`src/hw/rtl/assert_macros.svh`:
```
// Assertion macros for the job queue top level.
`ifndef ASSERT_MACROS_SVH
`define ASSERT_MACROS_SVH
// Implication checked at every rising clock edge outside reset.
`define ASSERT_IMP(label, clk, rst_n, ante, cons, msg) \
	label: assert property (@(posedge clk) disable iff (!rst_n) (ante) |-> (cons)) \
		else $error(msg);
// Next-cycle implication checked outside reset.
`define ASSERT_NEXT(label, clk, rst_n, ante, cons, msg) \
	label: assert property (@(posedge clk) disable iff (!rst_n) (ante) |=> (cons)) \
		else $error(msg);
`endif

```
`src/hw/rtl/cpjq_pkg.sv`:
```
// Package with the operation and status codes and the sequencer states of the job queue.
package cpjq_pkg;
	typedef enum logic [1:0] {
		OP_ADD    = 2'd0,
		OP_TAKE   = 2'd1,
		OP_REMOVE = 2'd2,
		OP_CLEAR  = 2'd3
	} op_t;

	typedef enum logic [2:0] {
		ST_APPENDED   = 3'd0,
		ST_UPDATED    = 3'd1,
		ST_DISPATCHED = 3'd2,
		ST_EMPTY      = 3'd3,
		ST_FULL       = 3'd4,
		ST_REMOVED    = 3'd5,
		ST_IGNORED    = 3'd6
	} status_t;

	// SCAN walks the table; COMPACT moves entries down after a take, while a remove compacts during SCAN.
	typedef enum logic [2:0] {
		S_IDLE,
		S_SCAN,
		S_PICK,
		S_COMPACT,
		S_DONE
	} state_t;

	localparam int COUNT_BITS = 6;
endpackage

```
`src/hw/rtl/cpjq_if.sv`:
```
// Valid/ready channel interface carrying one word of payload.
interface cpjq_if #(parameter int W = 8) (input logic clk);
	logic         valid;
	logic         ready;
	logic [W-1:0] data;
	modport source (output valid, output data, input ready);
	modport sink (input valid, input data, output ready);
endinterface

```
`src/hw/rtl/cpjq_mem.sv`:
```
// Job slot memory with one write port and one registered read port.
module cpjq_mem #(
	parameter int DEPTH = 32,
	parameter int W     = 26
) (
	input  logic                     clk,
	input  logic                     we,
	input  logic [$clog2(DEPTH)-1:0] waddr,
	input  logic [W-1:0]             wdata,
	input  logic [$clog2(DEPTH)-1:0] raddr,
	output logic [W-1:0]             rdata
);
	logic [W-1:0] mem [DEPTH];

	always_ff @(posedge clk) begin
		if (we) begin
			mem[waddr] <= wdata;
		end
		rdata <= mem[raddr];
	end
endmodule

```
`src/hw/rtl/coalescing_priority_job_queue_unit.sv`:
```
// Top level of the coalescing priority job queue.
// Input channel in_ch: operation, entry_key, listener_key, upgrade, priority_req
// packed as {operation, entry_key, listener_key, upgrade, priority_req}, MSB first.
// Output channel out_ch: {status, job_entry, job_listener, job_upgrade,
// removed_count, occupancy}, one word for each input word.
// Add, take and remove scan the job memory at most once, one slot a cycle through the
// registered read port; an add stops at a matching slot and a take at the first job
// with priority set. A remove compacts in place during its scan, and a take then
// rewrites the tail behind the picked slot one slot a cycle; the single read port
// of the slot memory paces these passes.
// Clear, a take from an empty table and an add with no listener finish without reading the slot memory.
// One item is in work at a time; ready is high only in the idle state, so the next
// word is taken in the cycle after the result leaves at the earliest.
// Reset empties the table at once; slot contents are not cleared since slots at
// or above the count are never read.
// A stalled receiver holds the block in its done state with the result stable.
module coalescing_priority_job_queue_unit #(
	parameter int QUEUE_DEPTH   = 32,
	parameter int ENTRY_BITS    = 16,
	parameter int LISTENER_BITS = 8
) (
	input logic clk,
	input logic arst_n,
	cpjq_if.sink   in_ch,
	cpjq_if.source out_ch
);
	import cpjq_pkg::*;
	`include "assert_macros.svh"

	localparam int AW  = $clog2(QUEUE_DEPTH);
	localparam int CW  = $clog2(QUEUE_DEPTH + 1);
	localparam int SW  = ENTRY_BITS + LISTENER_BITS + 2;
	localparam int IW  = 2 + ENTRY_BITS + LISTENER_BITS + 2;

	// Slot layout: {entry, listener, upgrade, prio}.
	logic [1:0]               op_q;
	logic [ENTRY_BITS-1:0]    ent_q;
	logic [LISTENER_BITS-1:0] lis_q;
	logic                     upg_q, pri_q;

	state_t state_q, state_d;
	logic [CW-1:0] count_q;
	logic [CW-1:0] ridx_q;   // address issued this cycle
	logic          rvld_q;   // data for rd_idx_q available
	logic [CW-1:0] rd_idx_q;
	logic [CW-1:0] widx_q;   // compaction write pointer
	logic [CW-1:0] removed_q;
	logic          found_q, hasnu_q;
	logic [CW-1:0] pidx_q, nidx_q;
	logic [SW-1:0] pslot_q, nslot_q, slot0_q;

	logic          we;
	logic [AW-1:0] waddr;
	logic [SW-1:0] wdata;
	logic [SW-1:0] rdata;

	logic [2:0]               o_status_q;
	logic [ENTRY_BITS-1:0]    o_ent_q;
	logic [LISTENER_BITS-1:0] o_lis_q;
	logic                     o_upg_q;
	logic [COUNT_BITS-1:0]    o_rem_q, o_occ_q;

	cpjq_mem #(.DEPTH(QUEUE_DEPTH), .W(SW)) u_mem (
		.clk(clk), .we(we), .waddr(waddr), .wdata(wdata),
		.raddr(ridx_q[AW-1:0]), .rdata(rdata)
	);

	wire accept  = in_ch.valid && in_ch.ready;
	wire [ENTRY_BITS-1:0]    r_ent = rdata[SW-1 -: ENTRY_BITS];
	wire [LISTENER_BITS-1:0] r_lis = rdata[LISTENER_BITS+1:2];
	wire r_upg = rdata[1];
	wire r_pri = rdata[0];
	wire match = (r_ent == ent_q) && (r_lis == lis_q) && (r_upg == upg_q);
	wire scan_end = (ridx_q == count_q);
	// Slot that a take removes, valid in the pick state.
	wire [CW-1:0] pick_idx = found_q ? pidx_q : (hasnu_q ? nidx_q : '0);

	assign in_ch.ready = (state_q == S_IDLE);
	assign out_ch.valid = (state_q == S_DONE);
	assign out_ch.data = {o_status_q, o_ent_q, o_lis_q, o_upg_q, o_rem_q, o_occ_q};

	// Next state.
	always_comb begin
		state_d = state_q;
		case (state_q)
			S_IDLE: if (accept) begin
				state_d = S_SCAN;
			end
			S_SCAN: begin
				if (op_q == OP_CLEAR || (op_q == OP_ADD && lis_q == '0)
				    || (op_q == OP_TAKE && count_q == '0)) begin
					state_d = S_DONE;
				end else if (op_q == OP_ADD && rvld_q && match) begin
					state_d = S_DONE;
				end else if (op_q == OP_REMOVE) begin
					if (!rvld_q && scan_end) state_d = S_DONE;
				end else if (!rvld_q && scan_end) begin
					state_d = (op_q == OP_ADD) ? S_DONE : S_PICK;
				end else if (op_q == OP_TAKE && rvld_q && r_pri) begin
					state_d = S_PICK;
				end
			end
			S_PICK:    state_d = S_COMPACT;
			S_COMPACT: if (!rvld_q && scan_end) begin
				state_d = S_DONE;
			end
			S_DONE: if (out_ch.ready) begin
				state_d = S_IDLE;
			end
			default:   state_d = S_IDLE;
		endcase
	end

	// Memory writes: append, update, or compaction move.
	always_comb begin
		we    = 1'b0;
		waddr = widx_q[AW-1:0];
		wdata = rdata;
		case (state_q)
			S_SCAN: begin
				if (op_q == OP_ADD && lis_q != '0) begin
					if (rvld_q && match) begin
						we    = 1'b1;
						waddr = rd_idx_q[AW-1:0];
						wdata = {ent_q, lis_q, upg_q, pri_q};
					end else if (!rvld_q && scan_end && count_q < CW'(QUEUE_DEPTH)) begin
						we    = 1'b1;
						waddr = count_q[AW-1:0];
						wdata = {ent_q, lis_q, upg_q, pri_q};
					end
				end else if (op_q == OP_REMOVE && rvld_q && r_lis != lis_q) begin
					we = 1'b1;
				end
			end
			S_COMPACT: if (rvld_q) begin
				we = 1'b1;
			end
			default: we = 1'b0;
		endcase
	end

	always_ff @(posedge clk or negedge arst_n) begin
		if (!arst_n) begin
			state_q  <= S_IDLE;
			count_q  <= '0;
			rvld_q   <= 1'b0;
			ridx_q   <= '0;
		end else begin
			state_q <= state_d;
			rvld_q  <= 1'b0;
			case (state_q)
				S_IDLE: if (accept) begin
					ridx_q <= '0;
				end
				S_SCAN: begin
					if (!scan_end && !(op_q == OP_TAKE && rvld_q && r_pri)) begin
						ridx_q <= ridx_q + 1'b1;
						rvld_q <= 1'b1;
					end
					if (state_d == S_DONE) begin
						if (op_q == OP_CLEAR) begin
							count_q <= '0;
						end else if (op_q == OP_ADD && lis_q != '0 && !(rvld_q && match)
						             && count_q < CW'(QUEUE_DEPTH)) begin
							count_q <= count_q + 1'b1;
						end else if (op_q == OP_REMOVE) begin
							count_q <= widx_q + ((rvld_q && r_lis != lis_q) ? 1'b1 : 1'b0);
						end
					end
				end
				S_PICK: begin
					// The compaction pass issues its first read from the slot after the pick.
					ridx_q <= pick_idx + 1'b1;
				end
				S_COMPACT: begin
					if (!scan_end) begin
						ridx_q <= ridx_q + 1'b1;
						rvld_q <= 1'b1;
					end
					if (state_d == S_DONE) count_q <= count_q - 1'b1;
				end
				default: ;
			endcase
		end
	end

	// Datapath registers.
	always_ff @(posedge clk) begin
		if (accept) begin
			{op_q, ent_q, lis_q, upg_q, pri_q} <= in_ch.data[IW-1:0];
			widx_q    <= '0;
			removed_q <= '0;
			found_q   <= 1'b0;
			hasnu_q   <= 1'b0;
		end
		rd_idx_q <= ridx_q;
		if (state_q == S_SCAN && rvld_q) begin
			if (rd_idx_q == '0) slot0_q <= rdata;
			if (op_q == OP_TAKE) begin
				if (r_pri) begin
					found_q <= 1'b1;
					pslot_q <= rdata;
					pidx_q  <= rd_idx_q;
				end else if (!r_upg && !hasnu_q) begin
					hasnu_q <= 1'b1;
					nslot_q <= rdata;
					nidx_q  <= rd_idx_q;
				end
			end
			if (op_q == OP_REMOVE) begin
				if (r_lis == lis_q) removed_q <= removed_q + 1'b1;
				else widx_q <= widx_q + 1'b1;
			end
		end
		if (state_q == S_PICK) begin
			if (found_q) begin
				widx_q <= pidx_q; pslot_q <= pslot_q;
			end else if (hasnu_q) begin
				widx_q <= nidx_q; pslot_q <= nslot_q;
			end else begin
				widx_q <= '0; pslot_q <= slot0_q;
			end
		end
		if (state_q == S_COMPACT && rvld_q) widx_q <= widx_q + 1'b1;
	end

	// Result register; loaded when the sequencer enters the done state.
	always_ff @(posedge clk) begin
		if (state_q != S_DONE && state_d == S_DONE) begin
			o_ent_q <= '0; o_lis_q <= '0; o_upg_q <= 1'b0; o_rem_q <= '0;
			case (op_q)
				OP_ADD: begin
					if (lis_q == '0) begin
						o_status_q <= ST_IGNORED;
						o_occ_q    <= COUNT_BITS'(count_q);
					end else if (rvld_q && match) begin
						o_status_q <= ST_UPDATED;
						o_occ_q    <= COUNT_BITS'(count_q);
					end else if (count_q >= CW'(QUEUE_DEPTH)) begin
						o_status_q <= ST_FULL;
						o_occ_q    <= COUNT_BITS'(count_q);
					end else begin
						o_status_q <= ST_APPENDED;
						o_occ_q    <= COUNT_BITS'(count_q + 1'b1);
					end
				end
				OP_TAKE: begin
					if (count_q == '0) begin
						o_status_q <= ST_EMPTY;
						o_occ_q    <= '0;
					end else begin
						o_status_q <= ST_DISPATCHED;
						o_ent_q    <= pslot_q[SW-1 -: ENTRY_BITS];
						o_lis_q    <= pslot_q[LISTENER_BITS+1:2];
						o_upg_q    <= pslot_q[1];
						o_occ_q    <= COUNT_BITS'(count_q - 1'b1);
					end
				end
				OP_REMOVE: begin
					o_status_q <= ST_REMOVED;
					o_rem_q    <= COUNT_BITS'(removed_q
					              + ((rvld_q && r_lis == lis_q) ? 1'b1 : 1'b0));
					o_occ_q    <= COUNT_BITS'(widx_q
					              + ((rvld_q && r_lis != lis_q) ? 1'b1 : 1'b0));
				end
				default: begin
					o_status_q <= ST_REMOVED;
					o_rem_q    <= COUNT_BITS'(count_q);
					o_occ_q    <= '0;
				end
			endcase
		end
	end

	`ASSERT_IMP(a_count_max, clk, arst_n, 1'b1, count_q <= CW'(QUEUE_DEPTH),
		"job count above depth")
	`ASSERT_IMP(a_no_write_idle, clk, arst_n, state_q == S_IDLE, !we,
		"slot write while idle")
	`ASSERT_NEXT(a_hold_out, clk, arst_n, out_ch.valid && !out_ch.ready,
		out_ch.valid && $stable(out_ch.data), "result changed while stalled")
endmodule

```
`src/flat_wrapper.sv`:
```
// flat-port wrapper written by rule: the top's interface ports become plain ports
module coalescing_priority_job_queue_unit_flat import cpjq_pkg::*;
#(
	parameter int QUEUE_DEPTH   = 32,
	parameter int ENTRY_BITS    = 16,
	parameter int LISTENER_BITS = 8
)
  (clk, arst_n, in_ch_valid, in_ch_data, in_ch_ready, out_ch_valid, out_ch_data, out_ch_ready);
  cpjq_if #(.W((2 + 16 + 8 + 1 + 1))) in_ch_i (.clk(clk));
  cpjq_if #(.W((3 + 16 + 8 + 1 + 6 + 6))) out_ch_i (.clk(clk));
  input logic clk;
  input logic arst_n;
  input wire logic [$bits(in_ch_i.valid)-1:0] in_ch_valid;
  input wire logic [$bits(in_ch_i.data)-1:0] in_ch_data;
  output wire logic [$bits(in_ch_i.ready)-1:0] in_ch_ready;
  output wire logic [$bits(out_ch_i.valid)-1:0] out_ch_valid;
  output wire logic [$bits(out_ch_i.data)-1:0] out_ch_data;
  input wire logic [$bits(out_ch_i.ready)-1:0] out_ch_ready;
  assign in_ch_i.valid = in_ch_valid;
  assign in_ch_i.data = in_ch_data;
  assign in_ch_ready = in_ch_i.ready;
  assign out_ch_valid = out_ch_i.valid;
  assign out_ch_data = out_ch_i.data;
  assign out_ch_i.ready = out_ch_ready;
  coalescing_priority_job_queue_unit #(.QUEUE_DEPTH(QUEUE_DEPTH), .ENTRY_BITS(ENTRY_BITS), .LISTENER_BITS(LISTENER_BITS)) u_core (.clk(clk), .arst_n(arst_n), .in_ch(in_ch_i), .out_ch(out_ch_i));
endmodule
```
`config.mk`:
```
export PLATFORM = sky130hd
export DESIGN_NAME = coalescing_priority_job_queue_unit_flat
export DESIGN_NICKNAME = d
export VERILOG_FILES = /design/src/hw/rtl/cpjq_pkg.sv /design/src/hw/rtl/cpjq_if.sv /design/src/hw/rtl/cpjq_mem.sv /design/src/hw/rtl/coalescing_priority_job_queue_unit.sv /design/src/flat_wrapper.sv
export VERILOG_INCLUDE_DIRS = /design/src /design/src/hw/rtl
export SDC_FILE = /design/constraint.sdc
export NUM_CORES = 1
export LEC_CHECK = 0
export BUFFER_PORTS_ARGS = -buffer_cell sky130_fd_sc_hd__buf_2
export CAP_MARGIN = 20
export CORE_UTILIZATION = 31
export DETAILED_ROUTE_END_ITERATION = 6
export PLACE_DENSITY = 0.44
export SETUP_SLACK_MARGIN = 0.05
export SYNTH_ARGS = -nofsm -noshare
export SYNTH_HDL_FRONTEND = slang
export SYNTH_HIERARCHICAL = 1
export SYNTH_SLANG_ARGS = --single-unit
```
`constraint.sdc`:
```
create_clock -name clk -period 4.7 [get_ports clk]
set_input_delay 0.47 -clock clk [delete_from_list [all_inputs] [get_ports clk]]
set_output_delay 0.47 -clock clk [all_outputs]
set_load 0.02 [all_outputs]
```
== Yosys cells after proc, flatten, opt, wreduce, memory -nomap -nowiden ==
Memories as Yosys holds them, arrays and structs flattened. A register that Yosys moved wholly into a read port is not among the register bits.
Cells that the tools add are included.

* Add/subtract/negate cells: 8
* $lt $le $gt $ge: 2
* Equal/unequal tests: 21
* Multiplexer cells: 79
* Bitwise logic cells: 2
* Reduce and logical (&&, ||, !) cells: 51

{| class="wikitable"
|+ Operators by type and width
! cell !! number
|-
| $mux 26 || 10
|-
| $mux 6 || 24
|-
| $mux 3 || 12
|-
| $add 6x1->6 const B || 5
|-
| $logic_and 1x1->1 || 24
|-
| $pmux 6 s2 || 2
|-
| $pmux 6 s4 || 1
|-
| $mux 1 || 21
|-
| $mux 5 || 4
|-
| $pmux 6 s3 || 1
|-
| $eq 16x16->1 || 1
|-
| $reduce_and 4->1 || 4
|-
| $pmux 3 s5 || 1
|-
| $add 6x6->6 || 2
|-
| $logic_not 6->1 || 2
|-
| $eq 8x8->1 || 1
|-
| $logic_not 8->1 || 1
|-
| $ne 8x8->1 || 1
|-
| $reduce_bool 2->1 || 4
|-
| $reduce_bool 8->1 || 1
|-
| $eq 3x2->1 const B || 2
|-
| $eq 3x3->1 const B || 2
|-
| $eq 6x6->1 || 1
|-
| $ge 6x6->1 const B || 1
|-
| 21 further kinds || 35
|}

* Flip-flop bits (word level): 193
* Bits in writable memories: 832
* Input bits: 32
* Output and inout bits: 42
* Word-level logic and storage cells: 189
* Memories: 1

{| class="wikitable"
|+ Memory list
! name !! depth !! bits a word !! rd ports !! clocked after Yosys merged registers in !! write ports !! RTL line !! source
|-
| u_core.u_mem.mem || 32 || 26 || 1 || 1 || 1 || cpjq_mem.sv:13 || <nowiki>logic [W-1:0] mem [DEPTH];</nowiki>
|}

== Depth between registers and ports, before layout ==
Gate-level depths: netlist of run 1.

* Depth in word-level cells: 12
* Mapped depth: 14
* Depth with buffers taken out: 11

== Cells and area by module ==
Netlist of run 1, hierarchy kept.

{| class="wikitable"
|+ By module, submodules not included
! module !! times used !! cells an instance !! area each (um2) !! seq. area each (um2)
|-
| cpjq_mem || 1 || 1848 || 32961.6 || 25504.5
|-
| coalescing_priority_job_queue_unit || 1 || 711 || 8839.7 || 5455.2
|}

== Worst setup path before layout of run 1 ==
OpenSTA, ideal clock, no wires.

* Kind: register to register
* Start point: register u_core.lis_q[4]
* End point: memory u_core.u_mem.mem[19][0], enable pin
* Library setup time: 409 ps
* Arrival: 3926 ps
* Data required time: 4291 ps
* Slack: 365 ps
* Stages on the path, launching flop included: 12
* Buffers on the path: 2
* Clock period less this slack: 4335 ps
* Cells stage by stage: edfxtp_1 -> xor2_1 -> nor4_2 -> nand3_1 -> nor4_2 -> o21a_1 -> buf_2 -> buf_4 -> nor2_1 -> a21oi_1 -> or3b_2 -> nor2_1

* Elaborated cells on any way between the ends: 17
* Classes of those cells: eq/ne: 2; mux: 9; reduce/logical: 6

{| class="wikitable"
|+ RTL lines
! element !! RTL line !! source
|-
| start: declaration || coalescing_priority_job_queue_unit.sv:38 || <nowiki>logic [LISTENER_BITS-1:0] lis_q;</nowiki>
|-
| start signal: assignment || coalescing_priority_job_queue_unit.sv:190 || <nowiki>{op_q, ent_q, lis_q, upg_q, pri_q} <= in_ch.data[IW-1:0];</nowiki>
|-
| $eq 8x8->1 || coalescing_priority_job_queue_unit.sv:73 || <nowiki>wire match = (r_ent == ent_q) && (r_lis == lis_q) && (r_upg == upg_q);</nowiki>
|-
| $logic_and 1x1->1 (2 in series) || coalescing_priority_job_queue_unit.sv:73 ||
|-
| $logic_and 1x1->1 || coalescing_priority_job_queue_unit.sv:122 || <nowiki>if (rvld_q && match) begin</nowiki>
|-
| $mux 5 || coalescing_priority_job_queue_unit.sv:122 ||
|-
| $mux 5 * || coalescing_priority_job_queue_unit.sv:121 || <nowiki>if (op_q == OP_ADD && lis_q != '0) begin</nowiki>
|-
| $mux 5 * || coalescing_priority_job_queue_unit.sv:119 || <nowiki>case (state_q)</nowiki>
|-
| via u_core.waddr[4] || coalescing_priority_job_queue_unit.sv:53 || <nowiki>logic [AW-1:0] waddr;</nowiki>
|-
| end: declaration || cpjq_mem.sv:13 ||
|}

The timed path passes the listed nets; every way through them passes the cells marked *.

== Worst setup path after layout of run 1 ==
* Start point: register u_core.ent_q[11]
* End point: memory u_core.u_mem.mem[6][20], enable pin

* Elaborated cells on any way between the ends: 12
* Classes of those cells: eq/ne: 1; mux: 8; reduce/logical: 3

{| class="wikitable"
|+ RTL lines
! element !! RTL line !! source
|-
| start: declaration || coalescing_priority_job_queue_unit.sv:37 || <nowiki>logic [ENTRY_BITS-1:0] ent_q;</nowiki>
|-
| start signal: assignment || coalescing_priority_job_queue_unit.sv:190 ||
|-
| $eq 16x16->1 || coalescing_priority_job_queue_unit.sv:73 ||
|-
| $logic_and 1x1->1 (2 in series) || coalescing_priority_job_queue_unit.sv:73 ||
|-
| $logic_and 1x1->1 || coalescing_priority_job_queue_unit.sv:122 ||
|-
| $mux 5 || coalescing_priority_job_queue_unit.sv:122 ||
|-
| $mux 5 || coalescing_priority_job_queue_unit.sv:121 ||
|-
| $mux 5 || coalescing_priority_job_queue_unit.sv:119 ||
|-
| via u_core.waddr[1] || coalescing_priority_job_queue_unit.sv:53 ||
|}

The timed path passes the listed nets, and every way through them passes these cells.

==> out/metrics.cfg, run 1 <==
[die]
start_util_pct = 31.3
coreArea_mm2 = 0.134
die_h_um = 369
fp.dieW_um = 369
die_area_mm2 = 0.136
io_pins = 74
row_count = 134

[finish]
area_delta_synth_final_pct = 16.6
nets = 2778
layoutNonFillerInstCount = 4596
fin_util_pct = 36.5
diodes = 0
fill_cells = 12500
drive_gt1_share_pct = 13.7

[clocking]
htree_levels = 3
cts-root-buf = clkbuf_16
clk_pin_slew_ps = 60
cts_tree = done
numCtsBuffers = 111
clk_latency_ps = 730
post_cts_resized = 0
cts_max_path_buffers = 3
clock-sinks = 1049

[critical_path]
r2r_cells = 10
r2r_end = u_core/u_mem/mem[6][20]$_DFFE_PP_
endpoint_kind = flip-flop
cp.required_ps = 5040
worstPathMaxFanout = 26
reg2reg_from = u_core/ent_q[11]$_DFFE_PP_
arrival_ps = 4860
worstSetupPathType = reg2reg
critPathLaunchType = flip-flop
reg2reg_setup_slack_ps = 180

[timing]
slew_viol_final = 0
tightest_slew_ps = 1110
post-route-period-util_pct = 96.2
fin_skew_ps = 25.8
holdWs_ps = 212
fmax_mhz = 221
finalCriticalPeriod_ps = 4520
slew_headroom_pct = 25.9
setup_viol = 0
fin_setup_tns_ps = 0
layout_setup_ws_ps = 179
hold_violations = 0
rsz0062_at_grt = yes

[synth]
syn_area_mm2 = 0.0418
synthArstFlopShare_pct = 1.53
syn_avg_cell_area_um2 = 16.3
synth-main-ff-cell = edfxtp_1
synth.yosys.seq_area_share_pct = 74.1
synth.distinct_cells = 66
synth_edf_count = 987
synth_seq_cells = 1049
ys_warn_count = 6
syn_inst = 2559
synth_nets = 2600

[drt]
drt_pass1_iterations = 7
vias = 22500
drcViolationCount = 32
routed_wl_um = 107000
drtIter0Drc = 1775
wl_per_cell_um = 23.2
viasPerCell = 4.90
postRouteAntennaNets = 0

[pwr]
p_leak_nw = 16.3
p_per_area_mw_per_mm2 = 609
ir_drop_uv = 476

[min_path]
worstHoldPathType = in2async

[global_routing]
grt_pass1_wl_um = 155000
grt_usage_pct = 15.5
grt_overflow = 0
antenna_found_initial = 5
grt_max_degree = 133
grt_pass1_vias = 22600

[placed_design]
placedCellCount = 4358
port-buffer-count = 73
dp_hpwl_um = 66200
place_congestion = 0.807
place_ws_ps = 144

[run_status]
violations = DRC
outcome = complete, but fails checks

[flow_run]
maxCapViolCount = 0

-- cells by family (layout without fill, tap and decap cells) --
family	after synthesis	in the layout	share of synthesized area (%)
xor gates and xnor gates	55	55	1.15
DFF	1049	1049	74.1
muxes	476	476	11.5
AOI/OAI and AO/OA	361	361	5.69
adders and majority gates	9	9	0.269
and+or+nand+nor	451	451	5.24
buffers and inverters	158	427	2.09
-- layout make-up --
cell class	count	area, um^2	area share [%]
repair buffers	209	1820	3.74
well taps	1768	2210	4.54
multi-input cells	1352	10300	21.0
inverters	14	52.6	0.108
clock buffers	149	2990	6.14
flip-flops and latches	1049	31000	63.5
clock inverters	55	463	0.949
-- power by group --
part	leakage (nW)	switching (mW)	internal (mW)	total [mW]
combinational	5.10	6.09	2.71	8.80
sequential	9.49	0.388	12.1	12.5
clock	1.67	3.58	4.78	8.36
-- per-stage QoR --
step / total power [mW] / instance area (um^2)
floorplan: 17.8 / 41800
global placement: 21.3 / 44800
detailed placement: 21.4 / 44900
CTS: 29.9 / 48700
global route: 31.0 / 48800
finish: 29.7 / 48800
-- worst max-delay path, cell delays in order (launching register included) --
cell	delay [ps]
edfxtp_1	410
xor2_1	190
nor4_1	370
nand3_1	330
nor4_2	390
buf_4	280
o21a_2	280
nor2_1	70
a21oi_1	370
nand3b_1	470
nor2_4	940
-- sequential cells by signal (all words and copies together), names as in the netlist, 2 cells and up --
signal and flops:
u_core/ridx_q 6, u_core/pidx_q 6, u_core/op_q 2, u_core/u_mem/rdata 26, u_core/o_rem_q 6, u_core/count_q 6
u_core/state_q 3, u_core/o_ent_q 16, u_core/widx_q 6, u_core/lis_q 8, u_core/o_lis_q 8, u_core/nidx_q 6
u_core/nslot_q 25, u_core/slot0_q 25, u_core/removed_q 6, u_core/u_mem/mem 832, u_core/ent_q 16, u_core/pslot_q 25
u_core/o_status_q 3, u_core/rd_idx_q 6, u_core/o_occ_q 6
-- worst max path at each step --
stage	start	end	slack, ps
finish	u_core/ent_q[11]$_DFFE_PP_	u_core/u_mem/mem[6][20]$_DFFE_PP_	180
global route	u_core/ent_q[11]$_DFFE_PP_	u_core/u_mem/mem[6][20]$_DFFE_PP_	40
CTS	u_core/ent_q[11]$_DFFE_PP_	u_core/u_mem/mem[6][25]$_DFFE_PP_	130
detailed placement	u_core/ent_q[11]$_DFFE_PP_	u_core/u_mem/mem[6][23]$_DFFE_PP_	140
global placement	u_core/ent_q[11]$_DFFE_PP_	u_core/u_mem/mem[6][20]$_DFFE_PP_	70
floorplan	u_core/lis_q[4]$_DFFE_PP_	u_core/u_mem/mem[19][0]$_DFFE_PP_	370
-- repair_timing --
action | CTS | global route
buffers inserted | 0 | 0
hold endpoints to repair | 45 | 0
hold buffers | 30 | 0
setup endpoints to repair | 0 | 26
-- cell usage after synthesis, drive strengths merged (4+ instances only) --
cell / number / share of area, %
clkbuf: 51 / 0.46
nand3: 97 / 1.2
nand2: 138 / 1.2
xnor2: 19 / 0.40
nor2: 74 / 0.67
or3: 5 / 0.075
o21ai: 59 / 0.71
and3: 4 / 0.060
xor2: 36 / 0.75
a31oi: 29 / 0.43
dfxtp: 46 / 2.2
nor3: 34 / 0.43
buf: 93 / 1.5
inv: 14 / 0.13
ha: 9 / 0.27
or4: 4 / 0.072
a221o: 4 / 0.096
nand2b: 11 / 0.16
o22ai: 7 / 0.12
a22o: 52 / 1.1
a22oi: 86 / 1.5
edfxtp: 987 / 71
mux2i: 448 / 11
and2: 32 / 0.48
mux2: 28 / 0.76
dfrtp: 16 / 0.96
nand4: 4 / 0.060
nor4: 11 / 0.21
a21oi: 100 / 1.2
or2: 8 / 0.12
nor2b: 16 / 0.24
nand3b: 5 / 0.090
-- cells in the final DEF, fill, tap and decap left out, types with 32 or more instances in the layout --
| cell type | count |
|---|---|
| a21oi_1 | 100 |
| a22o_1 | 52 |
| a22oi_1 | 86 |
| buf_2 | 73 |
| buf_4 | 80 |
| clkbuf_1 | 33 |
| clkbuf_16 | 113 |
| dfxtp_1 | 45 |
| edfxtp_1 | 987 |
| mux2i_1 | 448 |
| nand2_1 | 137 |
| nand3_1 | 97 |
| nor2_1 | 38 |
| nor2_4 | 32 |
| nor3_1 | 32 |
| o21ai_0 | 43 |
| xor2_1 | 36 |
-- layer usage --
metal  GRT usage (%)  vias to the layer above  wire [um]
li1                -                    10300          -
met1            22.5                    11600      51600
met2            23.8                      498      48200
met3            2.67                      149       4730
met4            4.17                        0       2240
met5               0                        -          0
Note: power is estimated with default switching activity, not from simulation.
==> inputs of run 2 (changes only) <==
--- a/config.mk
+++ b/config.mk
@@ -8,11 +8,10 @@
 export LEC_CHECK = 0
 export BUFFER_PORTS_ARGS = -buffer_cell sky130_fd_sc_hd__buf_2
 export CAP_MARGIN = 20
-export CORE_UTILIZATION = 31
+export CORE_UTILIZATION = 50
 export DETAILED_ROUTE_END_ITERATION = 6
-export PLACE_DENSITY = 0.44
+export PLACE_DENSITY = 0.65
 export SETUP_SLACK_MARGIN = 0.05
 export SYNTH_ARGS = -nofsm -noshare
 export SYNTH_HDL_FRONTEND = slang
-export SYNTH_HIERARCHICAL = 1
 export SYNTH_SLANG_ARGS = --single-unit
==> run 2 against run 1 <==
Against the previous run:
- register-to-register slack better by 20 ps
- total power is 0.30% lower
- clock skew is 9.1 ps higher
- sequential power is 3% higher
- sequential cell count stayed put
- largest cell class unchanged
- sequential share of layout area is 1.8 points higher
- critical path depth is 2 lower
- the run now ends clean
- cell area is 2.8% lower
- global-route usage is 7.9 points higher
==> out/metrics.cfg, run 2 <==
[run_status]
outcome = completed  ; was complete, but fails checks

[synth]
synth_seq_cells = 1049  ; unchanged
syn_inst = 2059  ; was 2559
synthArstFlopShare_pct = 1.53  ; unchanged
synth.yosys.seq_area_share_pct = 74.6  ; was 74.1%
synth-main-ff-cell = edfxtp_1  ; unchanged
synth_nets = 2101  ; was 2600
ys_warn_count = 0  ; was 6
synth_top_area_share_pct = 71.5  ; was 70.9%
syn_avg_cell_area_um2 = 20.1  ; was 16.3 um^2
syn_area_mm2 = 0.0415  ; was 0.0418 mm^2
yosys-top-cells-count = edfxtp_1 (987), mux4_2 (260), nand2_1 (157)  ; was edfxtp_1 (987), mux2i_1 (448), nand2_1 (138)
synth_edf_count = 987  ; unchanged
synth.most_common_cell = edfxtp_1  ; unchanged
yosys.area.top_type = edfxtp_1  ; unchanged
synth.distinct_cells = 74  ; was 66
post_synth_main_area_contributors = edfxtp_1 (71%), mux4_2 (14%), dfxtp_1 (2.2%)  ; was edfxtp_1 (71%), mux2i_1 (11%), dfxtp_1 (2.2%)

[clocking]
cts-root-buf = clkbuf_16  ; unchanged
cts_max_path_buffers = 3  ; unchanged
cts_tree = done  ; unchanged
clock-sinks = 1049  ; unchanged
clk_pin_slew_ps = 60  ; about the same
htree_levels = 3  ; unchanged
clk_latency_ps = 670  ; was 730 ps
numCtsBuffers = 104  ; was 111

[critical_path]
cp.required_ps = 5000  ; was 5040 ps
crit_chain = xor2_1 -> nor4_2 -> nand2_2 -> or4_4 -> a21oi_4 -> o22ai_2 -> nor4_4 -> buf_4  ; was xor2_1 -> nor4_1 -> nand3_1 -> nor4_2 -> buf_4 -> o21a_2 -> nor2_1 -> a21oi_1 -> nand3b_1 -> nor2_4
endpoint_kind = flip-flop  ; unchanged
arrival_ps = 4800  ; was 4860 ps
slowest_delay_ps = 870  ; was 940 ps
worstPathMaxFanout = 17  ; was 26
r2r_cells = 8  ; was 10
worstSetupPathType = reg2reg  ; unchanged
crit_path_top_delay_cell = nor4_4  ; was nor2_4
critPathLaunchType = flip-flop  ; unchanged

[drt]
drt_pass1_iterations = 6  ; was 7
routed_wl_um = 97800  ; was 107000 um
postRouteAntennaNets = 0  ; unchanged
drcViolationCount = 0  ; was 32
viasPerCell = 6.11  ; was 4.90
wl_per_cell_um = 28.7  ; was 23.2 um
drtIter0Drc = 2128  ; was 1775
vias = 20800  ; was 22500

[finish]
nets = 2294  ; was 2778
area_delta_synth_final_pct = 14.3  ; was 16.6%
layoutNonFillerInstCount = 3407  ; was 4596
top_regs = u_core.u_mem.mem x832, u_core.u_mem.rdata x26  ; was u_core/u_mem/mem x832, u_core/u_mem/rdata x26
multi_input_area_mm2 = 0.0103  ; about the same
fill_cells = 5905  ; was 12500
mostFrequentLayoutCells = edfxtp_1 (987), mux4_2 (260), nand2_1 (156)  ; was edfxtp_1 (987), mux2i_1 (448), nand2_1 (137)
largest_reg_flops = 832  ; unchanged
drive_gt1_share_pct = 29.9  ; was 13.7%
seqCellArea_mm2 = 0.0310  ; about the same
mostFrequentLayoutCell = edfxtp_1  ; unchanged
top_register = u_core.u_mem.mem  ; was u_core/u_mem/mem

[timing]
slew_headroom_pct = 28.0  ; was 25.9%
tightest_slew_ps = 1080  ; was 1110 ps
post-route-period-util_pct = 95.7  ; was 96.2%
slew_viol_final = 0  ; unchanged
holdWs_ps = 20.1  ; was 212 ps
rsz0062_at_grt = no  ; was yes
finalCriticalPeriod_ps = 4500  ; was 4520 ps
setup_viol = 0  ; unchanged
fin_skew_ps = 34.9  ; was 25.8 ps
fmax_mhz = 222  ; was 221 MHz
hold_violations = 0  ; unchanged

[placed_design]
place_congestion = 0.898  ; was 0.807
port-buffer-count = 73  ; unchanged
placedCellCount = 3204  ; was 4358
dp_hpwl_um = 60800  ; was 66200 um

[global_routing]
grt_overflow = 0  ; unchanged
grt_pass1_wl_um = 144000  ; was 155000 um
grt_max_degree = 143  ; was 133
antenna_found_initial = 5  ; unchanged
grt_pass1_vias = 20800  ; was 22600
grt_usage_pct = 23.4  ; was 15.5%

[die]
start_util_pct = 50.5  ; was 31.3%
die_h_um = 290  ; was 369 um
die_area_mm2 = 0.0841  ; was 0.136 mm^2
fp.dieW_um = 290  ; was 369 um
row_count = 105  ; was 134
io_pins = 74  ; unchanged
coreArea_mm2 = 0.0821  ; was 0.134 mm^2

[min_path]
worst_hold_path.num_cells = 1
worstHoldPathType = in2reg  ; was in2async

[pwr]
p_per_area_mw_per_mm2 = 624  ; was 609 mW/mm^2
combinationalPowerShare_pct = 29.2  ; was 29.6%
p_leak_nw = 15.2  ; was 16.3 nW
clock_power_share_pct = 27.3  ; was 28.2%
sw_frac_of_total_pct = 32.1  ; was 33.9%
netSwitchingPower_mw = 9.50  ; was 10.1 mW
ir_drop_uv = 454  ; was 476 uV
p_int_mw = 20.1  ; was 19.6 mW
p_seq_share_pct = 43.5  ; was 42.2%

[flow_run]
maxCapViolCount = 0  ; unchanged

-- run 2: cell count changes in the layout (fill, tap and decap cells not counted), moves of 27 or more --
cell     before  now
buf_4        80  112
mux2_2        1   32
nor2_4       32    2
nand3_1      97   20
a22o_1       52    1
and2_1       31    4
a21oi_1     100   16
mux2i_1     448   32
mux4_2        0  260
a22oi_1      86    3
-- run 2: final cells by class --
cell class / count / share of cell area [%]
sequential: 1049 / 65.3
multi-input combinational: 885 / 21.8
clock buffer: 125 / 5.74
timing repair buffer: 200 / 2.95
tap: 1070 / 2.82
clock inverter: 65 / 1.23
inverter: 12 / 0.0950
antenna: 1 / 0.00528
-- run 2: routing by layer --
metal / track usage [%] / vias to the layer above / share of wire [%]
met1: 33.9 / 11000 / 42
li1: - / 8840 / -
met4: 5.60 / 0 / 2.0
met3: 3.87 / 123 / 6.9
met2: 37.6 / 828 / 49
met5: 0 / - / 0
-- run 2: kinds of logic after synthesis --
kind of cell / share of synthesized area (%)
flip-flops: 74.6
AO/OA/AOI/OAI: 2.16
AND/OR/NAND/NOR: 4.42
XOR/XNOR: 1.08
buffers and inverters: 1.36
multiplexers: 16.0
adder cells (fa/ha/maj): 0.302
-- run 2: worst paths after layout --
path | startpoint | end | slack [ps]
setup reg to reg | u_core.lis_q[4]$_DFFE_PP_ | u_core.u_mem.mem[23][24]$_DFFE_PP_ | 200
max in group asynchronous | arst_n | u_core.ridx_q[2]$_DFFE_PN0P_ | 4080
setup / recovery | u_core.lis_q[4]$_DFFE_PP_ | u_core.u_mem.mem[23][24]$_DFFE_PP_ | 200
hold / removal | in_ch_data[18] | u_core.ent_q[8]$_DFFE_PP_ | 20
hold reg to reg | u_core.rd_idx_q[5]$_DFF_P_ | u_core.pidx_q[5]$_DFFE_PP_ | 490
min in group asynchronous | arst_n | u_core.rvld_q$_DFF_PN0_ | 280
-- run 2: metrics by stage --
stage                     setup TNS, ps  instance area [um^2]  setup WS, ps  util (%)  total power, mW
after floorplan                 -217930                 41500          -920         -             18.2
after global placement                0                 43900           136      53.5             21.5
after detailed placement           -795                 44000         -47.8      53.5             21.7
after CTS                             0                 47400           139      57.7             29.7
after global routing                  0                 47400          56.9      57.7             30.6
final                                 0                 47400           204      57.7             29.6
-- run 2: timing repair --
| action | in CTS | in global routing |
|---|---|---|
| pin swaps | 0 | 3 |
| hold endpoints to repair | 24 | 0 |
| hold buffers | 9 | 0 |
| gates cloned | 0 | 0 |
| endpoints found under the setup margin | 44 | 52 |
| gates resized for setup | 3 | 0 |
| setup buffers | 0 | 1 |
-- run 2: critical path, delay by kind of cell, from the launching register on --
family / cells / cell delay (ps)
buffers and inverters: 1 / 480
AOI/OAI and AO/OA: 2 / 750
xor gates and xnor gates: 1 / 190
DFF: 1 / 430
and+or+nand+nor: 4 / 2290
-- run 2: power by group through the flow --
| stage | Sequential, mW | Clock, mW | Combinational [mW] |
|---|---|---|---|
| 2_1_floorplan | 13.0 | 0 | 5.17 |
| 3_3_place_gp | 13.0 | 0 | 8.53 |
| 3_5_place_dp | 13.0 | 0 | 8.66 |
| 4_1_cts | 12.9 | 8.20 | 8.69 |
| 5_1_grt | 12.9 | 8.55 | 9.16 |
| 6_report | 12.9 | 8.09 | 8.64 |
